<file path="src/sv/frg_pkg.sv">
package frg_pkg;

   localparam int VALUE_WIDTH = 16;
   localparam int CNT_WIDTH = $clog2(VALUE_WIDTH);
   localparam int REQ_DATA_WIDTH = ((2 * VALUE_WIDTH + 7) / 8) * 8;
   localparam int RSP_DATA_WIDTH = ((3 * VALUE_WIDTH + 7) / 8) * 8;

   typedef logic [VALUE_WIDTH-1:0] value_type;

   // handshake from the gcd unit back to the sequencer
   typedef struct packed {
      logic      done;
      value_type divisor;
   } gcd_status_type;

endpackage

</file>
<file path="src/sv/frg_cell.sv">
module frg_cell (
   input  logic clock,
   input  logic load,
   input  logic step,
   input  logic load_q,
   input  logic load_d,
   input  logic shift_r,
   input  logic shift_q,
   input  logic borrow_in,
   input  logic take,
   output logic r_out,
   output logic q_out,
   output logic borrow_out
);

   logic r_ff;
   logic q_ff;
   logic d_ff;
   logic diff;

   // one bit of the trial subtract, shifted remainder minus divisor
   assign diff = shift_r ^ d_ff ^ borrow_in;
   assign borrow_out = (~shift_r & d_ff) | (~(shift_r ^ d_ff) & borrow_in);

   always_ff @(posedge clock) begin
      if (load) begin
         r_ff <= 1'b0;
         q_ff <= load_q;
         d_ff <= load_d;
      end else if (step) begin
         r_ff <= take ? diff : shift_r;
         q_ff <= shift_q;
      end
   end

   assign r_out = r_ff;
   assign q_out = q_ff;

endmodule

</file>
<file path="src/sv/frg_div_row.sv">
module frg_div_row (
   input  logic              clock,
   input  logic              load,
   input  logic              step,
   input  frg_pkg::value_type dividend,
   input  frg_pkg::value_type divisor,
   output frg_pkg::value_type quotient
);

   localparam int W = frg_pkg::VALUE_WIDTH;

   logic [W-1:0] r_bit;
   logic [W-1:0] q_bit;
   logic [W-1:0] borrow;
   logic [W-1:0] shift_r;
   logic [W-1:0] shift_q;
   logic [W-1:0] borrow_in;
   logic         take;

   // restore unless the trial went negative; the bit shifted out on top always fits
   assign take = r_bit[W-1] | ~borrow[W-1];

   assign shift_r[0]   = q_bit[W-1];
   assign shift_q[0]   = take;
   assign borrow_in[0] = 1'b0;

   for (genvar i = 1; i < W; i++) begin : g_link
      assign shift_r[i]   = r_bit[i-1];
      assign shift_q[i]   = q_bit[i-1];
      assign borrow_in[i] = borrow[i-1];
   end

   for (genvar i = 0; i < W; i++) begin : g_cell
      frg_cell u_cell (
         .clock      (clock),
         .load       (load),
         .step       (step),
         .load_q     (dividend[i]),
         .load_d     (divisor[i]),
         .shift_r    (shift_r[i]),
         .shift_q    (shift_q[i]),
         .borrow_in  (borrow_in[i]),
         .take       (take),
         .r_out      (r_bit[i]),
         .q_out      (q_bit[i]),
         .borrow_out (borrow[i])
      );
   end

   assign quotient = q_bit;

endmodule

</file>
<file path="src/sv/frg_gcd.sv">
module frg_gcd (
   input  logic                   clock,
   input  logic                   reset,
   input  logic                   start,
   input  frg_pkg::value_type     operand_a,
   input  frg_pkg::value_type     operand_b,
   output frg_pkg::gcd_status_type status
);

   localparam int W = frg_pkg::VALUE_WIDTH;

   frg_pkg::value_type             a_ff;
   frg_pkg::value_type             b_ff;
   logic [frg_pkg::CNT_WIDTH-1:0]  k_ff;
   logic                           busy_ff;
   logic [W:0]                     diff_ab;
   logic [W:0]                     diff_ba;
   logic                           equal;

   assign diff_ab = {1'b0, a_ff} - {1'b0, b_ff};
   assign diff_ba = {1'b0, b_ff} - {1'b0, a_ff};
   assign equal   = (a_ff == b_ff);

   // binary gcd: strip shared twos into k, then odd differences halved
   always_ff @(posedge clock) begin
      if (reset) begin
         busy_ff <= 1'b0;
      end else if (start) begin
         a_ff    <= operand_a;
         b_ff    <= operand_b;
         k_ff    <= '0;
         busy_ff <= 1'b1;
      end else if (busy_ff) begin
         if (equal) begin
            busy_ff <= 1'b0;
         end else if (!a_ff[0] && !b_ff[0]) begin
            a_ff <= a_ff >> 1;
            b_ff <= b_ff >> 1;
            k_ff <= k_ff + frg_pkg::CNT_WIDTH'(1);
         end else if (!a_ff[0]) begin
            a_ff <= a_ff >> 1;
         end else if (!b_ff[0]) begin
            b_ff <= b_ff >> 1;
         end else if (!diff_ab[W]) begin
            a_ff <= diff_ab[W:1];
         end else begin
            b_ff <= diff_ba[W:1];
         end
      end
   end

   assign status.done    = busy_ff & equal;
   assign status.divisor = a_ff << k_ff;

   a_done_has_divisor: assert property (@(posedge clock) disable iff (reset)
      status.done |-> status.divisor != '0)
      else $error("gcd finished with a zero divisor");

   a_start_busy: assert property (@(posedge clock) disable iff (reset)
      start |=> busy_ff)
      else $error("gcd did not start");

   a_done_ends: assert property (@(posedge clock) disable iff (reset)
      status.done && !start |=> !busy_ff)
      else $error("gcd still busy after done");

endmodule

</file>
<file path="src/sv/fraction_reduce_gcd_core.sv">
// fraction reduction to lowest terms
//
// req channel: one word carries numerator (low bits) and denominator (next
// bits); req_tready is high only while the core is idle, one fraction at a time.
// rsp channel: reduced numerator, reduced denominator and the common divisor
// in rsp_tdata, bad_operand in rsp_tuser. a zero numerator or denominator
// gives bad_operand set, divisor zero and both parts passed through.
// the core takes the word, runs the binary gcd, then divides in the two rows
// of divider cells (numerator and denominator divided side by side, one
// quotient bit per cycle) and loads the result into the output register. a bad
// operand skips the gcd and the divider rows and goes straight to the output.
// the output register lets the core take the next word while a result waits;
// a stalled rsp side holds the finished result in the core until it is free.
// reset (synchronous, active high) empties the output register and returns
// the core to idle; no state is kept between fractions.
module fraction_reduce_gcd_core (
   input  logic                              clock,
   input  logic                              reset,
   input  logic                              req_tvalid,
   output logic                              req_tready,
   // numerator, denominator
   input  logic [frg_pkg::REQ_DATA_WIDTH-1:0] req_tdata,
   output logic                              rsp_tvalid,
   input  logic                              rsp_tready,
   // reduced_numerator, reduced_denominator, common_divisor
   output logic [frg_pkg::RSP_DATA_WIDTH-1:0] rsp_tdata,
   // bad_operand
   output logic                              rsp_tuser
);

   localparam int W = frg_pkg::VALUE_WIDTH;

   typedef enum logic [1:0] {
      S_IDLE,
      S_GCD,
      S_DIV,
      S_DONE
   } state_type;

   state_type                      state_ff;
   frg_pkg::value_type             num_ff;
   frg_pkg::value_type             den_ff;
   frg_pkg::value_type             div_ff;
   logic                           bad_ff;
   logic [frg_pkg::CNT_WIDTH-1:0]  cnt_ff;
   logic                           rsp_valid_ff;
   frg_pkg::value_type             rsp_num_ff;
   frg_pkg::value_type             rsp_den_ff;
   frg_pkg::value_type             rsp_div_ff;
   logic                           rsp_bad_ff;

   frg_pkg::value_type             num_in;
   frg_pkg::value_type             den_in;
   logic                           accept;
   logic                           gcd_start;
   frg_pkg::gcd_status_type        gcd_status;
   logic                           div_load;
   logic                           div_step;
   frg_pkg::value_type             quot_num;
   frg_pkg::value_type             quot_den;
   logic                           out_free;

   assign num_in     = req_tdata[W-1:0];
   assign den_in     = req_tdata[2*W-1:W];
   assign req_tready = (state_ff == S_IDLE);
   assign accept     = req_tvalid & req_tready;
   assign gcd_start  = accept & (num_in != '0) & (den_in != '0);
   assign div_load   = (state_ff == S_GCD) & gcd_status.done;
   assign div_step   = (state_ff == S_DIV);
   assign out_free   = ~rsp_valid_ff | rsp_tready;

   frg_gcd u_gcd (
      .clock     (clock),
      .reset     (reset),
      .start     (gcd_start),
      .operand_a (num_in),
      .operand_b (den_in),
      .status    (gcd_status)
   );

   frg_div_row u_row_num (
      .clock    (clock),
      .load     (div_load),
      .step     (div_step),
      .dividend (num_ff),
      .divisor  (gcd_status.divisor),
      .quotient (quot_num)
   );

   frg_div_row u_row_den (
      .clock    (clock),
      .load     (div_load),
      .step     (div_step),
      .dividend (den_ff),
      .divisor  (gcd_status.divisor),
      .quotient (quot_den)
   );

   always_ff @(posedge clock) begin
      if (reset) begin
         state_ff     <= S_IDLE;
         rsp_valid_ff <= 1'b0;
      end else begin
         // S_DONE refills the output register on its own
         if (rsp_valid_ff && rsp_tready && (state_ff != S_DONE)) begin
            rsp_valid_ff <= 1'b0;
         end
         unique case (state_ff)
            S_IDLE: begin
               if (accept) begin
                  num_ff   <= num_in;
                  den_ff   <= den_in;
                  bad_ff   <= ~gcd_start;
                  state_ff <= gcd_start ? S_GCD : S_DONE;
               end
            end
            S_GCD: begin
               if (gcd_status.done) begin
                  div_ff   <= gcd_status.divisor;
                  cnt_ff   <= frg_pkg::CNT_WIDTH'(W - 1);
                  state_ff <= S_DIV;
               end
            end
            S_DIV: begin
               cnt_ff <= cnt_ff - frg_pkg::CNT_WIDTH'(1);
               if (cnt_ff == '0) begin
                  state_ff <= S_DONE;
               end
            end
            S_DONE: begin
               if (out_free) begin
                  rsp_valid_ff <= 1'b1;
                  rsp_num_ff   <= bad_ff ? num_ff : quot_num;
                  rsp_den_ff   <= bad_ff ? den_ff : quot_den;
                  rsp_div_ff   <= bad_ff ? '0 : div_ff;
                  rsp_bad_ff   <= bad_ff;
                  state_ff     <= S_IDLE;
               end
            end
            default: begin
               state_ff <= S_IDLE;
            end
         endcase
      end
   end

   assign rsp_tvalid = rsp_valid_ff;
   assign rsp_tdata  = frg_pkg::RSP_DATA_WIDTH'({rsp_div_ff, rsp_den_ff, rsp_num_ff});
   assign rsp_tuser  = rsp_bad_ff;

   a_one_at_a_time: assert property (@(posedge clock) disable iff (reset)
      accept |=> !req_tready)
      else $error("second word taken while a fraction is in flight");

   a_bad_zero_divisor: assert property (@(posedge clock) disable iff (reset)
      rsp_valid_ff && rsp_bad_ff |-> rsp_div_ff == '0)
      else $error("bad operand result carries a divisor");

   a_good_divisor: assert property (@(posedge clock) disable iff (reset)
      rsp_valid_ff && !rsp_bad_ff |-> rsp_div_ff != '0)
      else $error("reduced result with zero divisor");

   a_gcd_in_state: assert property (@(posedge clock) disable iff (reset)
      gcd_status.done |-> state_ff == S_GCD)
      else $error("gcd finished outside its phase");

endmodule

</file>
<file path="config.mk">
export PLATFORM = sky130hd
export DESIGN_NAME = fraction_reduce_gcd_core
export DESIGN_NICKNAME = d
export VERILOG_FILES = /design/src/sv/frg_pkg.sv /design/src/sv/frg_cell.sv /design/src/sv/frg_div_row.sv /design/src/sv/frg_gcd.sv /design/src/sv/fraction_reduce_gcd_core.sv
export SDC_FILE = /design/constraint.sdc
export NUM_CORES = 1
export LEC_CHECK = 0
export BUFFER_PORTS_ARGS = -buffer_cell sky130_fd_sc_hd__buf_2
export CAP_MARGIN = 20
export CORE_MARGIN = 3
export CORE_UTILIZATION = 46
export DETAILED_ROUTE_END_ITERATION = 6
export HOLD_SLACK_MARGIN = 0.03
export PLACE_DENSITY = 0.59
export SLEW_MARGIN = 10
export SYNTH_ARGS = -nofsm -noshare
export SYNTH_HDL_FRONTEND = slang
export SYNTH_HIERARCHICAL = 1
export SYNTH_SLANG_ARGS = --single-unit
</file>
<file path="constraint.sdc">
create_clock -name clock -period 25.8 [get_ports clock]
set_clock_uncertainty 0.1 [all_clocks]
set_input_delay 5.16 -clock clock [delete_from_list [all_inputs] [get_ports clock]]
set_output_delay 5.16 -clock clock [all_outputs]
set_load 0.01 [all_outputs]
</file>
== After elaboration in Yosys (flattened, before gate mapping) ==
Index checks and enable logic that the tools add are counted.

* Output and inout port bits: 51
* Bits of input ports: 36
* Logic and storage cells: 497
* Register bits after elaboration: 222

* Shift-type cells: 1
* Muxes and demuxes: 129
* Reduce and logical (&&, ||, !) cells: 24
* $add $sub $neg: 4
* Bitwise gates (word level): 229
* Equal/unequal tests: 13

{| class="wikitable"
|+ Operators with widths
! operator !! count
|-
| 2-to-1 mux 16 bit || 16
|-
| 2-to-1 mux 1 bit || 102
|-
| bitwise AND 1 bit || 67
|-
| inverter 1 bit || 67
|-
| bitwise XOR 1 bit || 62
|-
| subtractor 16 x 16 -> 17 bit || 2
|-
| OR 1 bit || 33
|-
| nonzero test 16 bit || 2
|-
| equality test 16 bit || 1
|-
| 2-to-1 mux 4 bit || 4
|-
| << shifter 16 x 4 -> 16 bit || 1
|-
| AND reduction 3 bit || 5
|-
| inequality test 4 bit (second input constant) || 3
|-
| AND reduction 4 bit || 3
|-
| 2-to-1 mux 2 bit || 5
|-
| AND reduction 5 bit || 2
|-
| inequality test 2 bit (second input constant) || 4
|-
| case mux 2 bit (4 select lines) || 1
|-
| case mux 4 bit (2 select lines) || 1
|-
| nonzero test 2 bit || 4
|-
| adder 4 x 1 -> 4 bit (second input constant) || 1
|-
| equality test 2 bit (second input constant) || 2
|-
| zero test 4 bit || 1
|-
| inequality test 2 x 1 -> 1 bit (second input constant) || 2
|-
| other kinds (6) || 9
|}

== Logic depth before layout (Yosys ltp) ==
* Depth in word-level cells: 36
* Gate-level depth with buffers: 51
* Gate-level depth less buffers: 51

== By module ==
Netlist, hierarchy kept.

{| class="wikitable"
|+ Modules (own cells, without submodules)
! module !! cells an instance !! seq. area each (sq um) !! area each (sq um) !! instances
|-
| frg_cell || 12 || 80.1 || 155.1 || 32
|-
| frg_gcd || 511 || 1,101.1 || 4,261.6 || 1
|-
| fraction_reduce_gcd_core || 210 || 3,123.0 || 3,973.8 || 1
|-
| frg_div_row || 2 || 0.0 || 10.0 || 2
|}

== Worst setup path before layout ==
Ideal clock, no wire load.

* Kind: register -> register
* Start point: register u_row_num.g_cell[15].u_cell.q_ff
* End point: register u_row_num.g_cell[0].u_cell.r_ff
* Stages on the path, launching flop included: 51
* Buffers on the path: 0
* Library setup time: 0.308 ns
* Data required time: 25.392 ns
* Path slack: 16.446 ns
* Period minus slack after synthesis: 9.354 ns
* Data arrival time: 8.947 ns
* Path through: edfxtp_1 fa_1 inv_1 inv_1 fa_1 inv_1 inv_1 fa_1 inv_1 inv_1 fa_1 inv_1 inv_1 fa_1 inv_1 inv_1 fa_1 inv_1 [... 15 more ...] inv_1 fa_1 inv_1 inv_1 fa_1 inv_1 inv_1 fa_1 inv_1 inv_1 fa_1 inv_1 inv_1 fa_1 inv_1 nand2b_1 mux2i_1 a211oi_2

* Longest elaborated chain between the ends: 35
* Elaborated cells on any way between the ends: 36
* Those cells by class: mux (1); bitwise (35)

{| class="wikitable"
|+ Ends and longest elaborated chain
! item !! line !! RTL
|-
| start, declared || frg_cell.sv:17 || <nowiki>logic q_ff;</nowiki>
|-
| start signal, assigned || frg_cell.sv:28 || <nowiki>q_ff <= load_q;</nowiki>
|-
| start signal, assigned || frg_cell.sv:32 || <nowiki>q_ff <= shift_q;</nowiki>
|-
| inverter 1 bit || frg_cell.sv:23 || <nowiki>assign borrow_out = (~shift_r & d_ff) | (~(shift_r ^ d_ff) & borrow_in);</nowiki>
|-
| bitwise AND 1 bit || frg_cell.sv:23 ||
|-
| net u_row_num.borrow[0] || frg_div_row.sv:14 || <nowiki>logic [W-1:0] borrow;</nowiki>
|-
| bitwise AND 1 bit || frg_cell.sv:23 ||
|-
| OR 1 bit || frg_cell.sv:23 ||
|-
| net u_row_num.borrow[1] || frg_div_row.sv:14 ||
|-
| bitwise AND 1 bit || frg_cell.sv:23 ||
|-
| OR 1 bit || frg_cell.sv:23 ||
|-
| net u_row_num.borrow[2] || frg_div_row.sv:14 ||
|-
| [... 2 more ...] || -- ||
|-
| net u_row_num.borrow[3] || frg_div_row.sv:14 ||
|-
| [... 2 more ...] || -- ||
|-
| net u_row_num.borrow[4] || frg_div_row.sv:14 ||
|-
| [... 2 more ...] || -- ||
|-
| net u_row_num.borrow[5] || frg_div_row.sv:14 ||
|-
| [... 2 more ...] || -- ||
|-
| net u_row_num.borrow[6] || frg_div_row.sv:14 ||
|-
| [... 2 more ...] || -- ||
|-
| net u_row_num.borrow[7] || frg_div_row.sv:14 ||
|-
| [... 2 more ...] || -- ||
|-
| net u_row_num.borrow[8] || frg_div_row.sv:14 ||
|-
| [... 2 more ...] || -- ||
|-
| net u_row_num.borrow[9] || frg_div_row.sv:14 ||
|-
| [... 2 more ...] || -- ||
|-
| net u_row_num.borrow[10] || frg_div_row.sv:14 ||
|-
| [... 2 more ...] || -- ||
|-
| net u_row_num.borrow[11] || frg_div_row.sv:14 ||
|-
| [... 2 more ...] || -- ||
|-
| net u_row_num.borrow[12] || frg_div_row.sv:14 ||
|-
| [... 2 more ...] || -- ||
|-
| net u_row_num.borrow[13] || frg_div_row.sv:14 ||
|-
| [... 2 more ...] || -- ||
|-
| net u_row_num.borrow[14] || frg_div_row.sv:14 ||
|-
| bitwise AND 1 bit || frg_cell.sv:23 ||
|-
| OR 1 bit || frg_cell.sv:23 ||
|-
| net u_row_num.borrow[15] || frg_div_row.sv:14 ||
|-
| inverter 1 bit || frg_div_row.sv:21 || <nowiki>assign take = r_bit[W-1] | ~borrow[W-1];</nowiki>
|-
| OR 1 bit || frg_div_row.sv:21 ||
|-
| net u_row_num.take || frg_div_row.sv:18 || <nowiki>logic take;</nowiki>
|-
| 2-to-1 mux 1 bit || frg_cell.sv:31 || <nowiki>r_ff <= take ? diff : shift_r;</nowiki>
|-
| end signal, assigned || frg_cell.sv:31 ||
|-
| end, declared || frg_cell.sv:16 || <nowiki>logic r_ff;</nowiki>
|}

The timed path passes the listed nets, and every way through them passes these cells.
A chain may end at the register's enable or synchronous reset.

== Final worst setup path ==
* Start point: register u_row_num.g_cell[15].u_cell.q_ff
* End point: register u_row_num.g_cell[0].u_cell.q_ff (data pin)

* Longest elaborated chain between the ends: 36

{| class="wikitable"
|+ Ends and longest elaborated chain
! item !! line !! RTL
|-
| inverter 1 bit || frg_cell.sv:23 ||
|-
| bitwise AND 1 bit || frg_cell.sv:23 ||
|-
| net u_row_num.borrow[0] || frg_div_row.sv:14 ||
|-
| bitwise AND 1 bit || frg_cell.sv:23 ||
|-
| OR 1 bit || frg_cell.sv:23 ||
|-
| net u_row_num.borrow[1] || frg_div_row.sv:14 ||
|-
| bitwise AND 1 bit || frg_cell.sv:23 ||
|-
| OR 1 bit || frg_cell.sv:23 ||
|-
| net u_row_num.borrow[2] || frg_div_row.sv:14 ||
|-
| [... 2 more ...] || -- ||
|-
| net u_row_num.borrow[3] || frg_div_row.sv:14 ||
|-
| [... 2 more ...] || -- ||
|-
| net u_row_num.borrow[4] || frg_div_row.sv:14 ||
|-
| [... 2 more ...] || -- ||
|-
| net u_row_num.borrow[5] || frg_div_row.sv:14 ||
|-
| [... 2 more ...] || -- ||
|-
| net u_row_num.borrow[6] || frg_div_row.sv:14 ||
|-
| [... 2 more ...] || -- ||
|-
| net u_row_num.borrow[7] || frg_div_row.sv:14 ||
|-
| [... 2 more ...] || -- ||
|-
| net u_row_num.borrow[8] || frg_div_row.sv:14 ||
|-
| [... 2 more ...] || -- ||
|-
| net u_row_num.borrow[9] || frg_div_row.sv:14 ||
|-
| [... 2 more ...] || -- ||
|-
| net u_row_num.borrow[10] || frg_div_row.sv:14 ||
|-
| [... 2 more ...] || -- ||
|-
| net u_row_num.borrow[11] || frg_div_row.sv:14 ||
|-
| [... 2 more ...] || -- ||
|-
| net u_row_num.borrow[12] || frg_div_row.sv:14 ||
|-
| [... 2 more ...] || -- ||
|-
| net u_row_num.borrow[13] || frg_div_row.sv:14 ||
|-
| [... 2 more ...] || -- ||
|-
| net u_row_num.borrow[14] || frg_div_row.sv:14 ||
|-
| bitwise AND 1 bit || frg_cell.sv:23 ||
|-
| OR 1 bit || frg_cell.sv:23 ||
|-
| net u_row_num.borrow[15] || frg_div_row.sv:14 ||
|-
| inverter 1 bit || frg_div_row.sv:21 ||
|-
| OR 1 bit || frg_div_row.sv:21 ||
|-
| net u_row_num.take || frg_div_row.sv:18 ||
|-
| 2-to-1 mux 1 bit || frg_cell.sv:30 || <nowiki>end else if (step) begin</nowiki>
|-
| 2-to-1 mux 1 bit || frg_cell.sv:26 || <nowiki>if (load) begin</nowiki>
|-
| end signal, assigned || frg_cell.sv:28 ||
|-
| end signal, assigned || frg_cell.sv:32 ||
|-
| end, declared || frg_cell.sv:17 ||
|}

The timed path passes the listed nets, and every way through them passes these cells. The select of a mux whose other input is x is not followed.

==> flow_metrics.py <==
metrics = {
    "clocking": {
        "clkSinkCount": 238,
        "cts_buffers": 27,
        "clock-root-buffer": "clkbuf_16",
        "clkLatencyLatePin_ns": 0.53,
        "cts.path.max_buffers": 3,
        "clkTransAtPathRegs_ns": 0.06,
        "cts_setup_buffers": 0,
        "cts-hold-fix-buffers": 0,
        "h-tree-depth": 1,
        "ctsResizeCount": 0,
        "cts_tree": "done",
    },
    "logic_synthesis": {
        "synth_nets": 1221,
        "synth_top_family_by_area": "compound AO/OA/AOI/OAI gates",
        "syn_area_per_cell_sq_um": 11.92,
        "synth_compound_area_frac": 0.1263,
        "synth_top_area_share": 0.4588,
        "synthTopCellsByArea": "edfxtp_1 (46%), dfxtp_1 (5.5%), mux2_2 (5.3%)",
        "async_reset_ff_frac": 0,
        "synthAdderAreaFrac": 0.09124,
        "synth_seq_cells": 238,
        "synth_edf_count": 202,
        "yosysWarningCount": 6,
        "synth_cell_types": 74,
        "synth_xor_area_frac": 0.01590,
        "ys_seq_area_frac": 0.5133,
        "synth_area_sq_mm": 0.01322,
        "synthFlopType": "edfxtp_1",
        "synth_area_leader_cell": "edfxtp_1",
        "synthCells": 1109,
        "synthSimpleGateAreaFrac": 0.09445,
        "synthMuxAreaShare": 0.09985,
    },
    "final_layout": {
        "drive_above_1_share": 0.2409,
        "multi_input_area_sq_mm": 0.005694,
        "num-fill-cells": 2489,
        "seq_area_sq_mm": 0.006787,
        "syn_to_final_growth_pct": 12.84,
        "nets": 1305,
        "layout_common_cells": "edfxtp_1 (202), inv_1 (155), buf_2 (86)",
        "layout_commonest_cell": "edfxtp_1",
    },
    "drt": {
        "num_vias": 8547,
        "wl_met1_um": 14570,
        "wl_um": 29620,
        "met2_length_um": 13140,
        "top_layer_used": "met4",
        "wl_per_cell_um": 18.59,
        "antenna_left": 0,
        "drtIter0Drc": 693,
        "dr.pass1.iters": 5,
        "viasPerCell": 5.365,
        "wl_met3_um": 1444,
        "drc": 0,
    },
    "floorplan": {
        "rows": 61,
        "die_x_um": 175.5,
        "start_util": 0.4707,
        "die_y_um": 175.5,
        "dieArea_sq_mm": 0.03081,
        "io_pins": 87,
        "coreArea_sq_mm": 0.02809,
    },
    "sta": {
        "drv_slew": 0,
        "post-route-period-util": 0.3800,
        "timing.hold.ws_ns": 0.4326,
        "worstMarginPinSlew_ns": 1.120,
        "fmax_ghz": 0.1020,
        "rsz0062_at_grt": "no",
        "setup_violations": 0,
        "maxSlewHeadroom": 0.2492,
        "post-route-min-period_ns": 9.805,
        "hold_viol_final": 0,
        "setup_tns_ns": 0,
    },
    "power": {
        "intPower_mw": 1.003,
        "clockPowerShare": 0.245,
        "comb_power_share": 0.386,
        "swShare": 0.3569,
        "vdd_drop_max_mv": 0.05419,
        "p_seq_frac": 0.369,
        "p_leak_nw": 6.069,
        "power-per-cell-area_mw_per_mm2": 104.5,
        "power_switching_uw": 556.6,
    },
    "grt": {
        "grt_overflow_total": 0,
        "antenna_found_initial": 3,
        "grt_pass1_vias": 8237,
        "grt_start_max_net_pins": 94,
        "gr-usage-all-layers": 0.1899,
        "grt_pass1_wl_um": 46690,
    },
    "min_path": {
        "hold_path.class": "register to register",
    },
    "worst_setup_path": {
        "regToRegSetupSlack_ns": 16.00,
        "arrival_ns": 9.97,
        "end_kind": "register",
        "critPathMaxStageDelay_ns": 0.54,
        "cpLargestDelayFamily": "adder cells",
        "cp_common_cell": "inv_1",
        "cp.required_ns": 25.97,
        "cp_num_buf_inv": 31,
        "critPathKind": "register to register",
        "crit_slowest_cell": "nand2b_1",
        "start_kind": "register",
        "critPathMaxFanout": 17,
    },
    "placed_design": {
        "dpl.hpwl_um": 20920,
        "routabilityCongestion": 0.8942,
        "port_buffers": 86,
    },
    "status": {
        "status": "complete, no violations",
    },
    "flow_run": {
        "drv_cap": 0,
    },
}
[state kept, by name, indices dropped and copies added, names as in the netlist, 16 cells and up]
name and count:
num_ff 16, rsp_num_ff 16, u_row_den/g_cell.u_cell/r_out 16, div_ff 16, rsp_div_ff 16, u_row_den/g_cell.u_cell/d_ff 16
u_row_num/g_cell.u_cell/d_ff 16, u_row_num/g_cell.u_cell/r_out 16, den_ff 16, u_gcd/a_ff 16, u_row_num/g_cell.u_cell/q_out 16, u_gcd/b_ff 16
u_row_den/g_cell.u_cell/q_out 16, rsp_den_ff 16
[power by group through the flow]
stage	registers, mW	clock network (mW)	logic (mW)
global route	0.586	0.405	0.675
detailed placement	0.584	0	0.597
global placement	0.583	0	0.588
finish	0.575	0.382	0.602
CTS	0.576	0.391	0.602
floorplan	0.564	0	0.484
[area by class of cell]
type,instances,share of cell area
flip-flops and latches,238,0.4549
multi-input cells,677,0.3817
clock buffers,32,0.04655
inverters,156,0.03925
repair buffers,93,0.03288
well taps,378,0.03170
clock inverters,16,0.01250
diodes,3,0.0005032
[cells in the mapped netlist, types with 8 or more instances]
| cell type | number |
|---|---|
| a221oi_2 | 8 |
| nor3_1 | 15 |
| xnor2_1 | 14 |
| a211oi_1 | 11 |
| ha_1 | 42 |
| a211oi_2 | 32 |
| buf_2 | 11 |
| a221oi_1 | 9 |
| nor2b_1 | 25 |
| nor4_1 | 9 |
| edfxtp_1 | 202 |
| inv_1 | 155 |
| dfxtp_1 | 36 |
| o21a_1 | 8 |
| or2_2 | 33 |
| a21oi_1 | 58 |
| nand3_1 | 11 |
| xor2_1 | 10 |
| mux2i_1 | 43 |
| clkbuf_1 | 20 |
| nor2_1 | 75 |
| nand2_1 | 46 |
| fa_1 | 34 |
| o21ai_0 | 25 |
| mux2_2 | 62 |
[worst register-to-register path, delay by kind of cell, from the launching register on]
kind | cells | cell delay (ns)
flops | 1 | 0.43
mux | 1 | 0.52
buf+inv | 31 | 1.68
fa+ha+maj | 16 | 6.34
simple gates | 1 | 0.54
[cell families after synthesis]
logic type	Yosys count
XOR/XNOR	24
AND/OR/NAND/NOR	248
flip-flops	238
AO/OA/AOI/OAI	212
adder cells (fa/ha/maj)	76
other	2
multiplexers	115
buffers and inverters	194
[routing by layer]
metal | vias up | track usage
li1 | 4110 | -
met1 | 4184 | 0.2922
met2 | 219 | 0.2847
met3 | 34 | 0.02789
met4 | 0 | 0.04520
met5 | - | 0
[through the flow]
stage	instance area, sq um	util	setup WS (ns)	power, mW	cells
floorplan	13220	-	16.45	1.049	1109
global placement	14010	0.4990	15.98	1.171	1541
detailed placement	14010	0.4990	15.89	1.181	1541
CTS	14900	0.5303	15.88	1.569	1589
global route	14920	0.5311	15.34	1.667	1593
finish	14920	0.5311	16.00	1.559	1593
[worst paths after layout]
path	start	end	depth (start not counted)
min	div_ff[11]$_DFFE_PP_	rsp_div_ff[11]$_SDFFCE_PP0P_	1
min reg2reg	div_ff[11]$_DFFE_PP_	rsp_div_ff[11]$_SDFFCE_PP0P_	1
max reg2reg	u_row_num/g_cell[15].u_cell/q_out$_DFFE_PP_	u_row_num/g_cell[0].u_cell/q_out$_DFFE_PP_	49
max	u_row_num/g_cell[15].u_cell/q_out$_DFFE_PP_	u_row_num/g_cell[0].u_cell/q_out$_DFFE_PP_	49
Note: power is estimated with default switching activity, not from simulation.
